[src/rtl/blc_pkg.sv]
// ----------------------------------------------------------------------------
// blc_pkg: shared types, constants and float helpers
// Opcode codes, queue item layout, memory geometry and the float32/float64
// conversions used by the load/store unit.
// ----------------------------------------------------------------------------
package blc_pkg;

  localparam int MEM_BYTES = 65536;
  localparam int MEM_WORDS = MEM_BYTES / 8;
  localparam int WORD_AW   = $clog2(MEM_WORDS);
  localparam int WIN_W     = 17;
  localparam int LIM_W     = $clog2(MEM_BYTES) + 1;

  typedef enum logic [3:0] {
    CMD_LI8   = 4'd0,
    CMD_LI16  = 4'd1,
    CMD_LI32  = 4'd2,
    CMD_LF32  = 4'd3,
    CMD_LF64  = 4'd4,
    CMD_SI8   = 4'd5,
    CMD_SI16  = 4'd6,
    CMD_SI32  = 4'd7,
    CMD_SF32  = 4'd8,
    CMD_SF64  = 4'd9,
    CMD_SXI1  = 4'd10,
    CMD_SXI8  = 4'd11,
    CMD_SXI16 = 4'd12
  } cmd_t;

  // Classified beat handed from the front end to the back end.
  typedef struct packed {
    logic               mem_op;      // needs a memory access
    logic               range_error; // rejected access
    cmd_t               cmd;
    logic [WORD_AW-1:0] word;        // first 64-bit word touched
    logic [2:0]         off;         // byte offset within that word
    logic [3:0]         size;        // access size in bytes
    logic [63:0]        value;       // operand, or finished result if !mem_op
  } blc_item_t;

  typedef enum logic [2:0] {
    BK_CLEAR,
    BK_IDLE,
    BK_RDA,
    BK_RDB,
    BK_EXEC,
    BK_WRB,
    BK_NORM,
    BK_FIN
  } bk_state_t;

  function automatic logic [3:0] size_of(input cmd_t c);
    logic [3:0] n;
    unique case (c)
      CMD_LI8, CMD_SI8:                      n = 4'd1;
      CMD_LI16, CMD_SI16:                    n = 4'd2;
      CMD_LI32, CMD_LF32, CMD_SI32, CMD_SF32: n = 4'd4;
      default:                               n = 4'd8;
    endcase
    return n;
  endfunction

  // Widen float32 to float64; subnormal inputs are normalized elsewhere.
  function automatic logic [63:0] widen_f32(input logic [31:0] f);
    logic [7:0]  e;
    logic [22:0] m;
    logic [63:0] r;
    e = f[30:23];
    m = f[22:0];
    if (e == 8'hff) begin
      if (m == 23'd0) r = {f[31], 11'h7ff, 52'd0};
      else            r = {f[31], 11'h7ff, 1'b1, m[21:0], 29'd0};
    end else if (e == 8'd0) begin
      r = {f[31], 63'd0};
    end else begin
      r = {f[31], 11'({3'd0, e} + 11'd896), m, 29'd0};
    end
    return r;
  endfunction

  // Narrow float64 to float32, round to nearest even.
  function automatic logic [31:0] narrow_f64(input logic [63:0] d);
    logic              s;
    logic [10:0]       e;
    logic [51:0]       m;
    logic signed [12:0] fe;
    logic signed [12:0] shw;
    logic [5:0]        sh;
    logic [52:0]       full;
    logic [52:0]       q;
    logic [52:0]       lowmask;
    logic              guard;
    logic              sticky;
    logic [31:0]       r;
    s = d[63];
    e = d[62:52];
    m = d[51:0];
    fe = $signed({2'b00, e}) - 13'sd896;
    shw = (fe >= 13'sd1) ? 13'sd29 : (13'sd30 - fe);
    sh = shw[5:0];
    full = {1'b1, m};
    q = full >> sh;
    guard = full[sh - 6'd1];
    lowmask = (53'd1 << (sh - 6'd1)) - 53'd1;
    sticky = |(full & lowmask);
    if (guard && (sticky || q[0])) q = q + 53'd1;
    if (e == 11'h7ff) begin
      if (m == 52'd0) r = {s, 31'h7f800000};
      else            r = {s, 8'hff, 1'b1, m[50:29]};
    end else if (e == 11'd0) begin
      r = {s, 31'd0};
    end else if (fe >= 13'sd255) begin
      r = {s, 31'h7f800000};
    end else if (shw > 13'sd60) begin
      r = {s, 31'd0};
    end else if (fe >= 13'sd1) begin
      r = {s, 31'(({24'd0, fe[7:0]} << 23) + q[31:0] - 32'h0080_0000)};
    end else begin
      r = {s, q[30:0]};
    end
    return r;
  endfunction

endpackage

[src/rtl/blc_front.sv]
// ----------------------------------------------------------------------------
// blc_front: input classification
// Range-checks each beat, splits the address into word and offset, and
// finishes sign extension and rejected accesses without the memory.
// ----------------------------------------------------------------------------
module blc_front (
  input  logic                    in_valid,
  output logic                    in_stall,
  input  logic [3:0]              cmd,
  input  logic [31:0]             addr,
  input  logic [63:0]             value,
  input  logic [blc_pkg::WIN_W-1:0] window_length,
  input  logic                    clearing,
  input  logic                    q_full,
  output logic                    q_push,
  output blc_pkg::blc_item_t      q_item
);
  import blc_pkg::*;

  cmd_t             c;
  logic [3:0]       n;
  logic [LIM_W-1:0] lim;
  logic [32:0]      last;
  logic             bad;

  // Hold off while the queue is full or memory is still being cleared.
  assign in_stall = q_full | clearing;
  assign q_push   = in_valid & ~in_stall;

  assign c = cmd_t'(cmd);
  assign n = size_of(c);

  // Clamp the window to the store and check the byte range.
  always_comb begin
    if (LIM_W > WIN_W && 32'(window_length) < 32'(MEM_BYTES))
      lim = LIM_W'(window_length);
    else if (LIM_W <= WIN_W && 32'(window_length) < 32'(MEM_BYTES))
      lim = LIM_W'(window_length);
    else
      lim = LIM_W'(MEM_BYTES);
  end

  assign last = {2'b00, addr[30:0]} + 33'(n);
  assign bad  = addr[31] | (last > 33'(lim));

  // Build the queue beat; a rejected access carries a zero result.
  always_comb begin
    q_item.cmd         = c;
    q_item.word        = addr[WORD_AW+2:3];
    q_item.off         = addr[2:0];
    q_item.size        = n;
    q_item.mem_op      = 1'b0;
    q_item.range_error = 1'b0;
    q_item.value       = 64'd0;
    unique case (c)
      CMD_LI8, CMD_LI16, CMD_LI32, CMD_LF32, CMD_LF64,
      CMD_SI8, CMD_SI16, CMD_SI32, CMD_SF32, CMD_SF64: begin
        q_item.mem_op      = ~bad;
        q_item.range_error = bad;
        q_item.value       = bad ? 64'd0 : value;
      end
      CMD_SXI1:  q_item.value = {32'd0, {32{value[0]}}};
      CMD_SXI8:  q_item.value = {32'd0, {24{value[7]}}, value[7:0]};
      CMD_SXI16: q_item.value = {32'd0, {16{value[15]}}, value[15:0]};
      default:   q_item.value = 64'd0;
    endcase
  end

endmodule

[config.mk]
export PLATFORM = sky130hd
export DESIGN_NAME = blc_front
export DESIGN_NICKNAME = d
export VERILOG_FILES = /design/src/rtl/blc_pkg.sv /design/src/rtl/blc_front.sv
export SDC_FILE = /design/constraint.sdc
export NUM_CORES = 1
export LEC_CHECK = 0
export ABC_AREA = 1
export BUFFER_PORTS_ARGS = -buffer_cell sky130_fd_sc_hd__buf_4
export CAP_MARGIN = 20
export CORE_UTILIZATION = 43
export DETAILED_ROUTE_END_ITERATION = 8
export PLACE_DENSITY_LB_ADDON = 0.15
export SYNTH_ARGS = -nofsm -noshare
export SYNTH_HDL_FRONTEND = slang
export SYNTH_SLANG_ARGS = --single-unit
[constraint.sdc]
create_clock -name vclk -period 7.8
set_input_delay 1.95 -clock vclk [all_inputs]
set_output_delay 1.95 -clock vclk [all_outputs]
set_load 0.01 [all_outputs]
---- Word-level counts from Yosys, hierarchy flattened ----
Memories as Yosys holds them, arrays and structs flattened.
Cells that the tools add are included.
word-level totals
  bits in registers ....................... 0
  output and inout port bits .............. 92
  ROM bits ................................ 64
  word-level logic and storage cells ...... 27
  memories ................................ 1
  latch bits .............................. 0
  bits of input ports ..................... 120
  RAM bits ................................ 0
memories
  name              depth  width  read ports  clocked after memory_dff  write ports  line           source
  (name not given)  16     4      1           0                         0            blc_pkg.sv:54  unique case (c)
operators by class
  div/mod/pow operators ................... 0
  mux-type cells .......................... 4
  shift operators ......................... 0
  magnitude comparators ................... 2
  bitwise operators ....................... 5
  add/subtract/negate cells ............... 1
  eq/ne operators ......................... 12
  $mul .................................... 0
  reduce and logical (&&, ||, !) cells .... 2
operator list
  operator                                             count
  one-hot mux 64 bit (4 select lines)                  1
  two-way mux 64 bit                                   1
  adder 31 x 4 -> 32 bit                               1
  > comparator 32 x 17 -> 1 bit                        1
  == test 4 bit (second input constant)                5
  less-than comparator 17 bit (second input constant)  1
  two-way mux 17 bit                                   1
  == test 4 x 3 -> 1 bit (second input constant)       4
  OR reduction 10 bit                                  1
  == test 4 x 2 -> 1 bit (second input constant)       2
  == test 4 x 1 -> 1 bit (second input constant)       1
  logical NOT 4 bit                                    1
  two-way mux 2 bit                                    1
  NOT 1 bit                                            2
  OR 1 bit                                             2
  bitwise AND 1 bit                                    1

---- Longest topological paths before layout ----
  word-level depth ........................ 6
  depth in mapped cells ................... 27
  depth with buffers taken out ............ 26

---- Worst setup path after synthesis ----
OpenSTA, ideal clock, no wires.
  path kind ............................... in2out
  start ................................... in cmd[2]
  end ..................................... out q_item[32] (netlist name)
  cell stages on the path ................. 24
  setup slack ............................. 0.892 ns
  buffers on the path ..................... 1
  arrival time ............................ 4.958 ns
  cells stage by stage .................... inv_1 > nor2_1 > inv_1 > o22ai_1 > ha_1 > nand2_1 > nor2_1 > nand3_1 > a21oi_2 > nand2_1 > xnor2_1 > ha_1 > a21oi_1 > o21ai_0 > nor2_1 > nand2_1 > a21oi_1 > nor2_1 > nor2_1 > nand2_1 > inv_2 > nand2_4 > buf_6 > nor2_2
RTL lines
  element             line             source
  start: declaration  blc_front.sv:9   input logic [3:0] cmd,
  end: declaration    blc_front.sv:16  output blc_pkg::blc_item_t q_item

==> impl_summary.log <==
INFO  metric syn_inst = 548
INFO  metric detail_route.vias_per_cell = 5.188
INFO  metric drt_first_pass_iters = 5
INFO  metric route.vias.total = 4176
INFO  metric final_hold_viol_count = 0
INFO  metric worstPathArrival = 5600 ps
INFO  metric detail_route.iter0.violations = between 200 and 300
INFO  metric power.ir.vdd_worst = 0.03290 mV
INFO  metric avgRoutedWirePerCell = 12.96 µm
INFO  metric crit_required = 5850 ps
INFO  metric yosysTopAreaCell = sky130_fd_sc_hd__nand2_1
INFO  metric setup_viol = 0
INFO  metric yosys_warnings = 0
INFO  metric synthToLayoutAreaGrowth = 56.65%
INFO  metric start_util = 44.39%
INFO  metric drv_cap = 0
INFO  metric n_clock_buffer = 0
INFO  metric io-pin-count = ~210
INFO  metric worstHoldPathType = in -> out
INFO  metric numPortBuffers = 212
INFO  metric maxSlewViolCount = 0
INFO  metric netlist.area_leader.share = approximately 26%
INFO  metric timing.critical_path.cells = buf_4 -> nor2_1 -> inv_1 -> o22ai_1 -> ha_1 -> fa_1 -> nand2_1 -> nand2_1 -> nand2_2 -> nor2_4 -> xor2_1 -> ha_1 -> nand4_1 -> a21oi_1 -> nor2_1 -> nand2_1 -> a21oi_1 -> nor2_1 -> nor2_2 -> nand2_1 -> inv_4 -> nand2_8 -> nor2_1 -> buf_4
INFO  metric status = completed
INFO  metric worst_setup_path_start_kind = primary input
INFO  metric drcViolationCount = 0
INFO  metric share_comb_of_total_power = 100.0%
INFO  metric seq_power_share = 0%
INFO  metric final-seq-area = 0 µm²
INFO  metric netlist_top_cells_area = sky130_fd_sc_hd__nand2_1 (26%), sky130_fd_sc_hd__ha_1 (9.4%), sky130_fd_sc_hd__nand4_1 (8.3%), sky130_fd_sc_hd__nor2_1 (8.0%), sky130_fd_sc_hd__inv_1 (7.8%)
INFO  metric cpPeakStageDelay = 290 ps
INFO  metric slew_headroom = 53.40%
INFO  metric placeableCoreArea = 0.006314 mm²
INFO  metric total_power = roughly 0.19 mW
INFO  metric cts_hold_repair.buffers = 0
INFO  metric gp_congestion = approximately 0.96
INFO  metric grt_first_pass_wirelength = 15120 µm
INFO  metric mappedNetlistNets = about 700
INFO  metric power.share.switching = 50.87%
INFO  metric post_route_cells_drive_above_1_share = a little under two fifths
INFO  metric number_of_antenna_violations_at_the_first_check_in_global_routing = 0
INFO  metric vias_in_the_first_global_route = 3555
INFO  metric die_area = between 0.006 and 0.007 mm²
INFO  metric syn-mean-instance-area = 5.114 µm²
INFO  metric end_kind = output pin
INFO  metric grt_overflow = 0
INFO  metric post-cts-setup-buffers = 0
INFO  metric die_h = between 80 and 90 µm
INFO  metric pin_count_of_the_biggest_net_entering_global_routing = 34
INFO  metric timing.final.crit_period = 7552 ps
INFO  metric rows = 29
INFO  metric floorplan_die_width = 82.74 µm
INFO  metric sequential_cell_total = 0
INFO  metric hpwlAfterDp = 8477 µm
INFO  metric total_leakage_power = roughly 2.5 nW
INFO  metric crit_path_category = in -> out
INFO  metric postRouteAntennaNets = 0
INFO  metric power-per-cell-area = 43.74 mW/mm²
INFO  metric net_total_in_the_final_layout = 872
INFO  metric antenna-diode-count = 0
INFO  metric fin_worst_hold_slack = 4088 ps
INFO  metric power_frac_clock = 0%
INFO  metric cell_internal_pwr = 0.09435 mW
INFO  metric routed_wl = roughly 10000 µm
INFO  metric critPathMaxFanout = 17
INFO  metric synth_area = 0.002803 mm²
INFO  metric power_switching = 0.09769 mW
INFO  metric fraction_of_the_yosys_area_taken_by_sequential_cells = 0%
INFO  metric maxClockFrequency = about 130 MHz
INFO  metric fill_cells = roughly 570
INFO  metric timing_worst_slew_pin_value = 695.3 ps
INFO  metric grt_use_total = 27.41%
INFO  metric cp_slowest_cell = sky130_fd_sc_hd__ha_1
INFO  metric share_of_the_core_filled_with_cells_in_the_final_layout = 69.54%
INFO  metric yosys.cell_types.count = 32
INFO  metric finalCritPeriodShare = a little over nine tenths
-- repair_timing --
item                                   in CTS  in global routing
resized for setup                           0                 14
endpoints found under the hold margin       0                  0
setup endpoints to repair                   0                 65
-- cell usage in the layout (no fill, tap or decap), types with 2 or more instances in the layout --
| cell type | instances |
|---|---|
| sky130_fd_sc_hd__buf_4 | 215 |
| sky130_fd_sc_hd__nand2_1 | 192 |
| sky130_fd_sc_hd__inv_1 | 58 |
| sky130_fd_sc_hd__nor2_1 | 58 |
| sky130_fd_sc_hd__nand3_1 | 41 |
| sky130_fd_sc_hd__nand4_1 | 37 |
| sky130_fd_sc_hd__nor2_2 | 31 |
| sky130_fd_sc_hd__ha_1 | 20 |
| sky130_fd_sc_hd__a21oi_1 | 11 |
| sky130_fd_sc_hd__xor2_1 | 10 |
| sky130_fd_sc_hd__nand3b_1 | 7 |
| sky130_fd_sc_hd__a21boi_0 | 7 |
| sky130_fd_sc_hd__xnor2_1 | 6 |
| sky130_fd_sc_hd__inv_2 | 3 |
| sky130_fd_sc_hd__nor3_1 | 3 |
| sky130_fd_sc_hd__o22ai_1 | 3 |
| sky130_fd_sc_hd__nor2_4 | 3 |
| sky130_fd_sc_hd__o21ai_0 | 3 |
| sky130_fd_sc_hd__nand2_2 | 2 |
| sky130_fd_sc_hd__or2_2 | 2 |
| sky130_fd_sc_hd__nand2_8 | 2 |
-- metal layers --
metal / track usage, % / up-vias / routed length (µm) / share of wire, %
li1: - / 2099 / - / -
met1: 36.63 / 1856 / 4449 / 43
met2: 47.95 / 207 / 5031 / 48
met3: 1.868 / 14 / 802 / 7.7
met4: 5.345 / 0 / 146 / 1.4
met5: 0 / - / 0 / 0
-- critical path, delay by kind of cell --
family	cells	cell delay [ps]
adders and majority gates	3	800
and+or+nand+nor	13	1720
buffers and inverters	4	530
AOI/OAI and AO/OA	3	420
xor gates and xnor gates	1	180
-- cell type report --
class	instances	area, µm²	share of cell area, %
timing repair buffer	217	1654	37.67
multi-input combinational	449	2405	54.77
inverter	62	235.2	5.358
tap	77	96.34	2.194
-- synth_stat cells (2+ instances only) --
cell type and n:
sky130_fd_sc_hd__nand2_1 193, sky130_fd_sc_hd__nor2_1 60, sky130_fd_sc_hd__inv_1 58, sky130_fd_sc_hd__nand3_1 42
sky130_fd_sc_hd__nand4_1 37, sky130_fd_sc_hd__nor2_2 32, sky130_fd_sc_hd__ha_1 21, sky130_fd_sc_hd__buf_4 20
sky130_fd_sc_hd__a21oi_1 11, sky130_fd_sc_hd__xor2_1 10, sky130_fd_sc_hd__clkbuf_1 8, sky130_fd_sc_hd__a21boi_0 7
sky130_fd_sc_hd__nand3b_1 7, sky130_fd_sc_hd__buf_2 6, sky130_fd_sc_hd__xnor2_1 6, sky130_fd_sc_hd__inv_2 4
sky130_fd_sc_hd__o22ai_1 4, sky130_fd_sc_hd__buf_6 3, sky130_fd_sc_hd__nor3_1 3, sky130_fd_sc_hd__o21ai_0 3
sky130_fd_sc_hd__or2_2 2
-- cell families (layout without fill, tap and decap cells) --
| kind of cell | after synthesis | after routing | share of synthesized area (%) |
|---|---|---|---|
| adder cells (fa/ha/maj) | 22 | 22 | 10.09 |
| AO/OA/AOI/OAI | 27 | 27 | 5.848 |
| buffers and inverters | 100 | 279 | 17.14 |
| XOR/XNOR | 16 | 16 | 5.000 |
| AND/OR/NAND/NOR | 383 | 384 | 61.92 |
-- through the flow --
stage	cells	setup WS, ps	setup TNS (ps)	area [µm²]
CTS	802	228.5	0	4268
global route	805	-18.29	-57.41	4390
detailed placement	802	252.2	0	4268
floorplan	548	891.8	0	2803
finish	805	247.7	0	4390
global placement	802	324.3	0	4268
-- power by group through the flow --
stage               Combinational (mW)  Sequential [mW]  Clock (mW)
floorplan                       0.0956                0           0
global placement                 0.180                0           0
detailed placement               0.184                0           0
CTS                              0.185                0           0
global route                     0.214                0           0
finish                           0.192                0           0
-- worst paths after layout --
kind / end / from / depth (start not counted) / slack (ps)
worst max-delay path: q_item[63] / cmd[1] / 24 / 250
worst min-delay path: q_item[68] / addr[0] / 2 / 4090
No activity file was read; power rests on OpenSTA's default activity.
