==> config.mk <==
export PLATFORM = sky130hd
export DESIGN_NAME = blc_queue
export DESIGN_NICKNAME = d
export VERILOG_FILES = /design/src/rtl/blc_pkg.sv /design/src/rtl/blc_queue.sv
export SDC_FILE = /design/constraint.sdc
export NUM_CORES = 1
export LEC_CHECK = 0
export BUFFER_PORTS_ARGS = -buffer_cell sky130_fd_sc_hd__buf_4
export CAP_MARGIN = 0
export CORE_ASPECT_RATIO = 1.4
export CORE_MARGIN = 2
export CORE_UTILIZATION = 34
export CTS_BUF_LIST = sky130_fd_sc_hd__clkbuf_4
export DETAILED_ROUTE_END_ITERATION = 8
export SYNTH_ARGS = -nofsm -noshare
export SYNTH_HDL_FRONTEND = slang
export SYNTH_SLANG_ARGS = --single-unit
==> constraint.sdc <==
create_clock -name clk -period 10.5 [get_ports clk]
set_input_delay 1.575 -clock clk [delete_from_list [all_inputs] [get_ports clk]]
set_output_delay 1.575 -clock clk [all_outputs]
set_load 0.1 [all_outputs]
==> src/rtl/blc_pkg.sv <==
// ----------------------------------------------------------------------------
// blc_pkg: shared types, constants and float helpers
// Opcode codes, queue item layout, memory geometry and the float32/float64
// conversions used by the load/store unit.
// ----------------------------------------------------------------------------
package blc_pkg;

  localparam int MEM_BYTES = 65536;
  localparam int MEM_WORDS = MEM_BYTES / 8;
  localparam int WORD_AW   = $clog2(MEM_WORDS);
  localparam int WIN_W     = 17;
  localparam int LIM_W     = $clog2(MEM_BYTES) + 1;

  typedef enum logic [3:0] {
    CMD_LI8   = 4'd0,
    CMD_LI16  = 4'd1,
    CMD_LI32  = 4'd2,
    CMD_LF32  = 4'd3,
    CMD_LF64  = 4'd4,
    CMD_SI8   = 4'd5,
    CMD_SI16  = 4'd6,
    CMD_SI32  = 4'd7,
    CMD_SF32  = 4'd8,
    CMD_SF64  = 4'd9,
    CMD_SXI1  = 4'd10,
    CMD_SXI8  = 4'd11,
    CMD_SXI16 = 4'd12
  } cmd_t;

  // Classified beat handed from the front end to the back end.
  typedef struct packed {
    logic               mem_op;      // needs a memory access
    logic               range_error; // rejected access
    cmd_t               cmd;
    logic [WORD_AW-1:0] word;        // first 64-bit word touched
    logic [2:0]         off;         // byte offset within that word
    logic [3:0]         size;        // access size in bytes
    logic [63:0]        value;       // operand, or finished result if !mem_op
  } blc_item_t;

  typedef enum logic [2:0] {
    BK_CLEAR,
    BK_IDLE,
    BK_RDA,
    BK_RDB,
    BK_EXEC,
    BK_WRB,
    BK_NORM,
    BK_FIN
  } bk_state_t;

  function automatic logic [3:0] size_of(input cmd_t c);
    logic [3:0] n;
    unique case (c)
      CMD_LI8, CMD_SI8:                      n = 4'd1;
      CMD_LI16, CMD_SI16:                    n = 4'd2;
      CMD_LI32, CMD_LF32, CMD_SI32, CMD_SF32: n = 4'd4;
      default:                               n = 4'd8;
    endcase
    return n;
  endfunction

  // Widen float32 to float64; subnormal inputs are normalized elsewhere.
  function automatic logic [63:0] widen_f32(input logic [31:0] f);
    logic [7:0]  e;
    logic [22:0] m;
    logic [63:0] r;
    e = f[30:23];
    m = f[22:0];
    if (e == 8'hff) begin
      if (m == 23'd0) r = {f[31], 11'h7ff, 52'd0};
      else            r = {f[31], 11'h7ff, 1'b1, m[21:0], 29'd0};
    end else if (e == 8'd0) begin
      r = {f[31], 63'd0};
    end else begin
      r = {f[31], 11'({3'd0, e} + 11'd896), m, 29'd0};
    end
    return r;
  endfunction

  // Narrow float64 to float32, round to nearest even.
  function automatic logic [31:0] narrow_f64(input logic [63:0] d);
    logic              s;
    logic [10:0]       e;
    logic [51:0]       m;
    logic signed [12:0] fe;
    logic signed [12:0] shw;
    logic [5:0]        sh;
    logic [52:0]       full;
    logic [52:0]       q;
    logic [52:0]       lowmask;
    logic              guard;
    logic              sticky;
    logic [31:0]       r;
    s = d[63];
    e = d[62:52];
    m = d[51:0];
    fe = $signed({2'b00, e}) - 13'sd896;
    shw = (fe >= 13'sd1) ? 13'sd29 : (13'sd30 - fe);
    sh = shw[5:0];
    full = {1'b1, m};
    q = full >> sh;
    guard = full[sh - 6'd1];
    lowmask = (53'd1 << (sh - 6'd1)) - 53'd1;
    sticky = |(full & lowmask);
    if (guard && (sticky || q[0])) q = q + 53'd1;
    if (e == 11'h7ff) begin
      if (m == 52'd0) r = {s, 31'h7f800000};
      else            r = {s, 8'hff, 1'b1, m[50:29]};
    end else if (e == 11'd0) begin
      r = {s, 31'd0};
    end else if (fe >= 13'sd255) begin
      r = {s, 31'h7f800000};
    end else if (shw > 13'sd60) begin
      r = {s, 31'd0};
    end else if (fe >= 13'sd1) begin
      r = {s, 31'(({24'd0, fe[7:0]} << 23) + q[31:0] - 32'h0080_0000)};
    end else begin
      r = {s, q[30:0]};
    end
    return r;
  endfunction

endpackage

==> src/rtl/blc_queue.sv <==
// ----------------------------------------------------------------------------
// blc_queue: two-entry beat queue
// Decouples the front end from the back end so each side stalls on its own.
// ----------------------------------------------------------------------------
module blc_queue (
  input  logic               clk,
  input  logic               rst,
  input  logic               push,
  input  blc_pkg::blc_item_t push_item,
  output logic               full,
  input  logic               pop,
  output logic               valid,
  output blc_pkg::blc_item_t head
);
  import blc_pkg::*;

  blc_item_t  slots [2];
  logic       wr_ptr;
  logic       rd_ptr;
  logic [1:0] count;

  assign full  = (count == 2'd2);
  assign valid = (count != 2'd0);
  assign head  = slots[rd_ptr];

  // Advance pointers and occupancy.
  always_ff @(posedge clk) begin
    if (rst) begin
      wr_ptr <= 1'b0;
      rd_ptr <= 1'b0;
      count  <= 2'd0;
    end else begin
      if (push) wr_ptr <= ~wr_ptr;
      if (pop)  rd_ptr <= ~rd_ptr;
      count <= count + 2'(push) - 2'(pop);
    end
  end

  // Store the incoming beat.
  always_ff @(posedge clk) begin
    if (push) slots[wr_ptr] <= push_item;
  end

endmodule

Word-level counts from Yosys, hierarchy flattened
Memories as Yosys holds them, arrays and structs flattened. A register that Yosys moved wholly into a read port is not among the register bits.
Index checks and enable logic that the tools add are counted.
- register bits after elaboration: 4
- bits in writable memories: 180
- output and inout port bits: 92
- logic and storage cells: 14
- memories: 1
- memory list (memory ; depth ; bits a word ; rd ports ; clocked after Yosys merged registers in ; write ports ; RTL line ; text):
    slots ; 2 ; 90 ; 1 ; 1 ; 1 ; blc_queue.sv:17 ; blc_item_t slots [2];
- $add $sub $neg: 2
- equality and inequality tests: 1
- muxes and demuxes: 4
- bitwise operators: 2
- reduce and logical (&&, ||, !) cells: 1
- operators by type and width (operator ; number):
    two-way mux 1 bit ; 4
    adder 2 x 1 -> 2 bit ; 1
    equality test 2 bit, second input constant ; 1
    NOT 1 bit ; 2
    nonzero test 2 bit ; 1
    subtractor 2 x 1 -> 2 bit ; 1

Logic depth before layout (Yosys ltp)
Gate-level depths: netlist (run 1).
- depth after elaboration: 3
- depth in mapped cells: 6
- gate-level depth less buffers: 6

Worst setup path before layout (run 1)
Ideal clock, no wire load.
- kind: input to register
- start point: in push
- end point: mem slots[0][0] (netlist bit) (enable)
- data arrival time: 5.500 ns
- setup slack: 4.450 ns
- stages: 1
- cell sequence: nor2b_1
- longest elaborated chain between the ends: 2
- ends and longest elaborated chain (what ; RTL line ; text):
    start: declaration ; blc_queue.sv:8 ; input logic push,
    two-way mux 1 bit ; blc_queue.sv:41 ; if (push) slots[wr_ptr] <= push_item;
    two-way mux 1 bit (not written as such) ; blc_queue.sv:41 ;
    end: declaration ; blc_queue.sv:17 ;
No other way between the ends.

==> results of run 1 <==
-- cell families after synthesis --
family        after synthesis  synth area share
buf+inv                    12            0.0278
fa+ha+maj                   2           0.00349
simple gates                9           0.00646
mux                        90             0.189
flops                     185             0.768
xor+xnor                    3           0.00559
-- state kept, by name (all words and copies together) (netlist names), named ones only --
signal and flops:
slots 180, count 2, wr_ptr 1, rd_ptr 1
-- per-stage QoR --
step | setup slack, ps | util | hold slack (ps) | power [mW] | area (µm²)
after floorplan | 4450 | - | 480 | 1.32 | 7170
after global placement | 6520 | 0.423 | 499 | 1.41 | 8730
after detailed placement | 6490 | 0.423 | 495 | 1.42 | 8730
after CTS | 5780 | 0.435 | 507 | 1.78 | 8970
after global routing | 5670 | 0.435 | 551 | 1.81 | 8970
final | 5920 | 0.435 | 514 | 1.74 | 8970
-- worst max-delay path, cell delays in order (launching register included) --
cell and delay (ps):
dfxtp_4 880, buf_4 830, mux2_4 360, buf_4 230
-- final timing paths --
check	start	to	slack, ps	depth (start not counted)
worst max register to register	wr_ptr	slots[1][42]	8450	2
worst min register to register	rd_ptr	register	510	2
worst max-delay path	register	head[12]	5920	3
worst min-delay path	rd_ptr	register	510	2
-- layout by cell type, fill, tap and decap left out, types with 2 or more instances in the layout --
master / count
xnor2_1: 2
clkinv_1: 3
nor2_1: 4
buf_4: 189
dfxtp_1: 4
ha_1: 2
inv_1: 2
nor2b_1: 2
clkbuf_4: 24
mux2_4: 90
clkinv_2: 4
diode_2: 2
edfxtp_1: 180
-- power by group through the flow --
stage	clock network, mW	logic [mW]	registers (mW)
after floorplan	0	0.430	0.891
after global placement	0	0.515	0.897
after detailed placement	0	0.519	0.899
after CTS	0.374	0.519	0.882
after global routing	0.398	0.530	0.887
final	0.349	0.513	0.881
-- layer usage --
metal  vias to the layer above  global-route usage  routed length (µm)  part of all wire
met3                        15              0.0451                 959             0.075
li1                       1583                   -                   -                 -
met1                      1674               0.120                4740              0.37
met2                       122               0.207                6850              0.53
met4                         0              0.0627                 298             0.023
met5                         -                   0                   0                 0
-- final cells by class --
cell class	instances	area [µm²]	area share
diodes	2	5.00	0.000558
clock buffers	24	180	0.0201
clock inverters	8	61.3	0.00683
inverters	2	7.51	0.000836
multi-input cells	104	1470	0.164
flip-flops and latches	185	5510	0.614
well taps	256	320	0.0357
repair buffers	189	1420	0.158
-- cell usage after synthesis --
| cell type | number | area (µm²) |
|---|---|---|
| ha_1 | 2 | 25.0 |
| mux2_4 | 90 | 1350 |
| nor2b_1 | 3 | 18.8 |
| xnor2_1 | 2 | 17.5 |
| nor2_1 | 4 | 15.0 |
| dfxtp_1 | 5 | 100 |
| or2_2 | 1 | 6.26 |
| inv_1 | 2 | 7.51 |
| edfxtp_1 | 180 | 5410 |
| xnor3_1 | 1 | 22.5 |
| buf_12 | 9 | 180 |
| buf_6 | 1 | 11.3 |
| and2_1 | 1 | 6.26 |
==> flow_metrics.env, run 1 <==
export IMPL_power_density_nw_per_um2=194
export IMPL_hold_buffers=0
export IMPL_h_tree_depth=4
export IMPL_syn_inst=301
export IMPL_ys_ff_latch=185
export IMPL_die_h_um=176
export IMPL_first_pass_iters=4
export IMPL_die_area_um2=22300
export IMPL_pwr_share_seq=0.505
export IMPL_numCtsBuffers=17
export IMPL_finClkSkew_ps=19.7
export IMPL_min_period_ps=4580
export IMPL_clkTransAtPathRegs_ps=140
export IMPL_switchingPower_mw=0.609
export IMPL_gp_congestion=0.658
export IMPL_synth_cell_types=13
export IMPL_via_per_inst=4.41
export IMPL_ir_drop_uv=151
export IMPL_internal_power_mw=1.14
export IMPL_start_util=0.347
export IMPL_rsz0062_at_grt="false"
export IMPL_wl_per_cell_um=16.7
export IMPL_tightest_slew_ps=967
export IMPL_cts_tree="done"
export IMPL_coreArea_um2=20600
export IMPL_power_leakage_nw=3.53
export IMPL_required_ps=8930
export IMPL_grt_util_all_layers=0.118
export IMPL_final_cells=770
export IMPL_drt_total_wl_um=12800
export IMPL_cts_resized=0
export IMPL_drc=0
export IMPL_fmax_mhz=218
export IMPL_relSlewSlack=0.355
export IMPL_avgSynthCellArea_um2=23.8
export IMPL_outcome="completed"
export IMPL_place_inst=736
export IMPL_setup_violations=0
export IMPL_fillers=1846
export IMPL_grt_pass1_wl_um=19400
export IMPL_cp_start_kind="register"
export IMPL_crit_type="register to primary output"
export IMPL_worstPathMaxFanout=50
export IMPL_pwr_share_clk=0.200
export IMPL_io_buffer_count=185
export IMPL_nNetsFinal=595
export IMPL_swShare=0.349
export IMPL_cap_violations=0
export IMPL_hpwlAfterDp_um=8500
export IMPL_min_period_over_period=0.436
export IMPL_maxSlewViolCount=0
export IMPL_ios=186
export IMPL_combPwrFrac=0.294
export IMPL_grt_antenna_before_repair=1
export IMPL_drtIter0Drc=178
export IMPL_syn_to_final_growth_pct=25.2
export IMPL_endpoint_kind="primary output"
export IMPL_grt_max_degree=51
export IMPL_cts_root_buf="clkbuf_4"
export IMPL_grt_pass1_vias=3793
export IMPL_fin_tns_setup_ps=0
export IMPL_mappedNetlistArea_um2=7170
export IMPL_clockBufferDepth=2
export IMPL_clock_sinks=185
export IMPL_seq_area_frac_synth=0.768
export IMPL_hold_viol_final=0
export IMPL_grt_overflow=0
export IMPL_post_cts_setup_buffers=0
export IMPL_worstHoldPathType="register to register"
export IMPL_fp_row_count=62
export IMPL_vias=3394
export IMPL_drive_above_1_share=0.609
export IMPL_ys_warnings_count=0
export IMPL_ant_nets=0
export IMPL_die_w_um=127
export IMPL_synth_nets=397
export IMPL_worstSkewPairLatency_ps=580
export IMPL_worstPathArrival_ps=3010
No activity file was read; power rests on OpenSTA's default activity.
==> run 2, diff against run 1 <==
- clock period: 10.5 -> 4.1 ns (I/O delays scaled with it)
==> flow_metrics.env, run 2 (synthesis results as in run 1) <==
export IMPL_drt_total_wl_um=13400
export IMPL_cp_start_kind="register"
export IMPL_power_leakage_nw=3.54
export IMPL_ff2ff_path_depth=2
export IMPL_h_tree_depth=4
export IMPL_clkTransAtPathRegs_ps=150
export IMPL_power_density_nw_per_um2=509
export IMPL_nNetsFinal=596
export IMPL_min_period_over_period=0.687
export IMPL_rsz0062_at_grt="false"
export IMPL_timing_rr_end="slots[1][84]"
export IMPL_largest_reg_flops=180
export IMPL_min_period_ps=2820
export IMPL_maxSlewViolCount=0
export IMPL_clock_sinks=185
export IMPL_total_power_mw=4.61
export IMPL_worst_hold_startpoint="push_item[42]"
export IMPL_vias=3373
export IMPL_crit_type="register to primary output"
export IMPL_drive_above_1_share=0.612
export IMPL_holdPathStages=1
export IMPL_numCtsBuffers=17
export IMPL_fin_tns_setup_ps=0
export IMPL_tightest_slew_ps=784
export IMPL_hpwlAfterDp_um=8950
export IMPL_io_buffer_count=185
export IMPL_reg_largest_list="slots x180, count x2"
export IMPL_cts_tree="done"
export IMPL_r2r_start="wr_ptr"
export IMPL_outcome="completed"
export IMPL_die_h_um=176
export IMPL_cap_violations=0
export IMPL_endpoint_kind="primary output"
export IMPL_grt_pass1_vias=3660
export IMPL_post_cts_setup_buffers=0
export IMPL_worstPathMaxFanout=90
export IMPL_clockBufferDepth=2
export IMPL_hold_viol_final=0
export IMPL_fp_row_count=62
export IMPL_rrSetupSlack_ps=2260
export IMPL_die_area_um2=22300
export IMPL_ant_nets=0
export IMPL_grt_max_degree=91
export IMPL_whs_endpoint="slots[0][42]"
export IMPL_wl_per_cell_um=17.4
export IMPL_grt_overflow=0
export IMPL_ir_drop_uv=294
export IMPL_fillers=1830
export IMPL_grt_antenna_before_repair=1
export IMPL_cts_root_buf="clkbuf_4"
export IMPL_grt_pass1_wl_um=19900
export IMPL_start_util=0.347
export IMPL_finClkSkew_ps=13.4
export IMPL_syn_to_final_growth_pct=26.2
export IMPL_relSlewSlack=0.477
export IMPL_top_register="slots"
export IMPL_via_per_inst=4.38
export IMPL_worstHoldPathType="input pin to register"
export IMPL_cts_resized=0
export IMPL_setup_violations=0
export IMPL_first_pass_iters=4
export IMPL_final_cell_mix="189 x buf_4, 180 x edfxtp_1, 90 x mux2_4, 19 x clkbuf_4, 5 x clkinvlp_4"
export IMPL_fmax_mhz=355
export IMPL_coreArea_um2=20600
export IMPL_drtIter0Drc=214
export IMPL_drc=0
export IMPL_grt_util_all_layers=0.122
export IMPL_worstSkewPairLatency_ps=560
export IMPL_final_common_cell="buf_4"
export IMPL_gp_congestion=0.679
export IMPL_ios=186
export IMPL_die_w_um=127
export IMPL_worstPathArrival_ps=2200
export IMPL_required_ps=3480
export IMPL_hold_buffers=0
-- run 2: through the flow --
step / hold WS (ps) / setup slack (ps) / cells / util / area, µm²
after floorplan: 480 / 698 / 301 / - / 7170
after global placement: 501 / 1940 / 737 / 0.424 / 8750
after global routing: 122 / 1210 / 770 / 0.438 / 9050
final: 215 / 1280 / 770 / 0.438 / 9050
after CTS: 135 / 1260 / 769 / 0.438 / 9040
after detailed placement: 520 / 1920 / 737 / 0.424 / 8750
-- run 2: final cells by class --
cell class / count / area, µm² / share of cell area
Antenna cell: 1 / 2.50 / 0.000277
Timing Repair Buffer: 190 / 1440 / 0.159
Multi-Input combinational cell: 104 / 1470 / 0.163
Clock buffer: 19 / 143 / 0.0158
Tap cell: 256 / 320 / 0.0354
Inverter: 2 / 7.51 / 0.000830
Clock inverter: 13 / 154 / 0.0170
Sequential cell: 185 / 5510 / 0.609
-- run 2: how the worst max path moves through the flow --
stage	start	end	slack [ps]
2_1_floorplan	push	slots[0][0]	700
3_3_place_gp	push	slots[1][29]	1940
3_5_place_dp	push	slots[1][32]	1920
4_1_cts	register	head[70]	1260
5_1_grt	register	head[22]	1210
6_report	register	head[70]	1280
-- run 2: power breakdown --
group / internal (mW) / leakage [nW] / switching, mW / total (mW)
clock: 0.431 / 0.146 / 0.596 / 1.03
sequential: 2.20 / 1.73 / 0.0318 / 2.24
combinational: 0.366 / 1.66 / 0.977 / 1.34
-- run 2: critical path, stage by stage (launching register included) --
cell     delay (ps)
dfxtp_4         370
buf_12          480
mux2_4          370
buf_4           240
-- run 2: routing by layer --
| layer | track usage | up-vias | wire length [µm] |
|---|---|---|---|
| met1 | 0.129 | 1676 | 5070 |
| met5 | 0 | - | 0 |
| li1 | - | 1580 | - |
| met3 | 0.0457 | 13 | 763 |
| met2 | 0.219 | 104 | 7360 |
| met4 | 0.0462 | 0 | 227 |
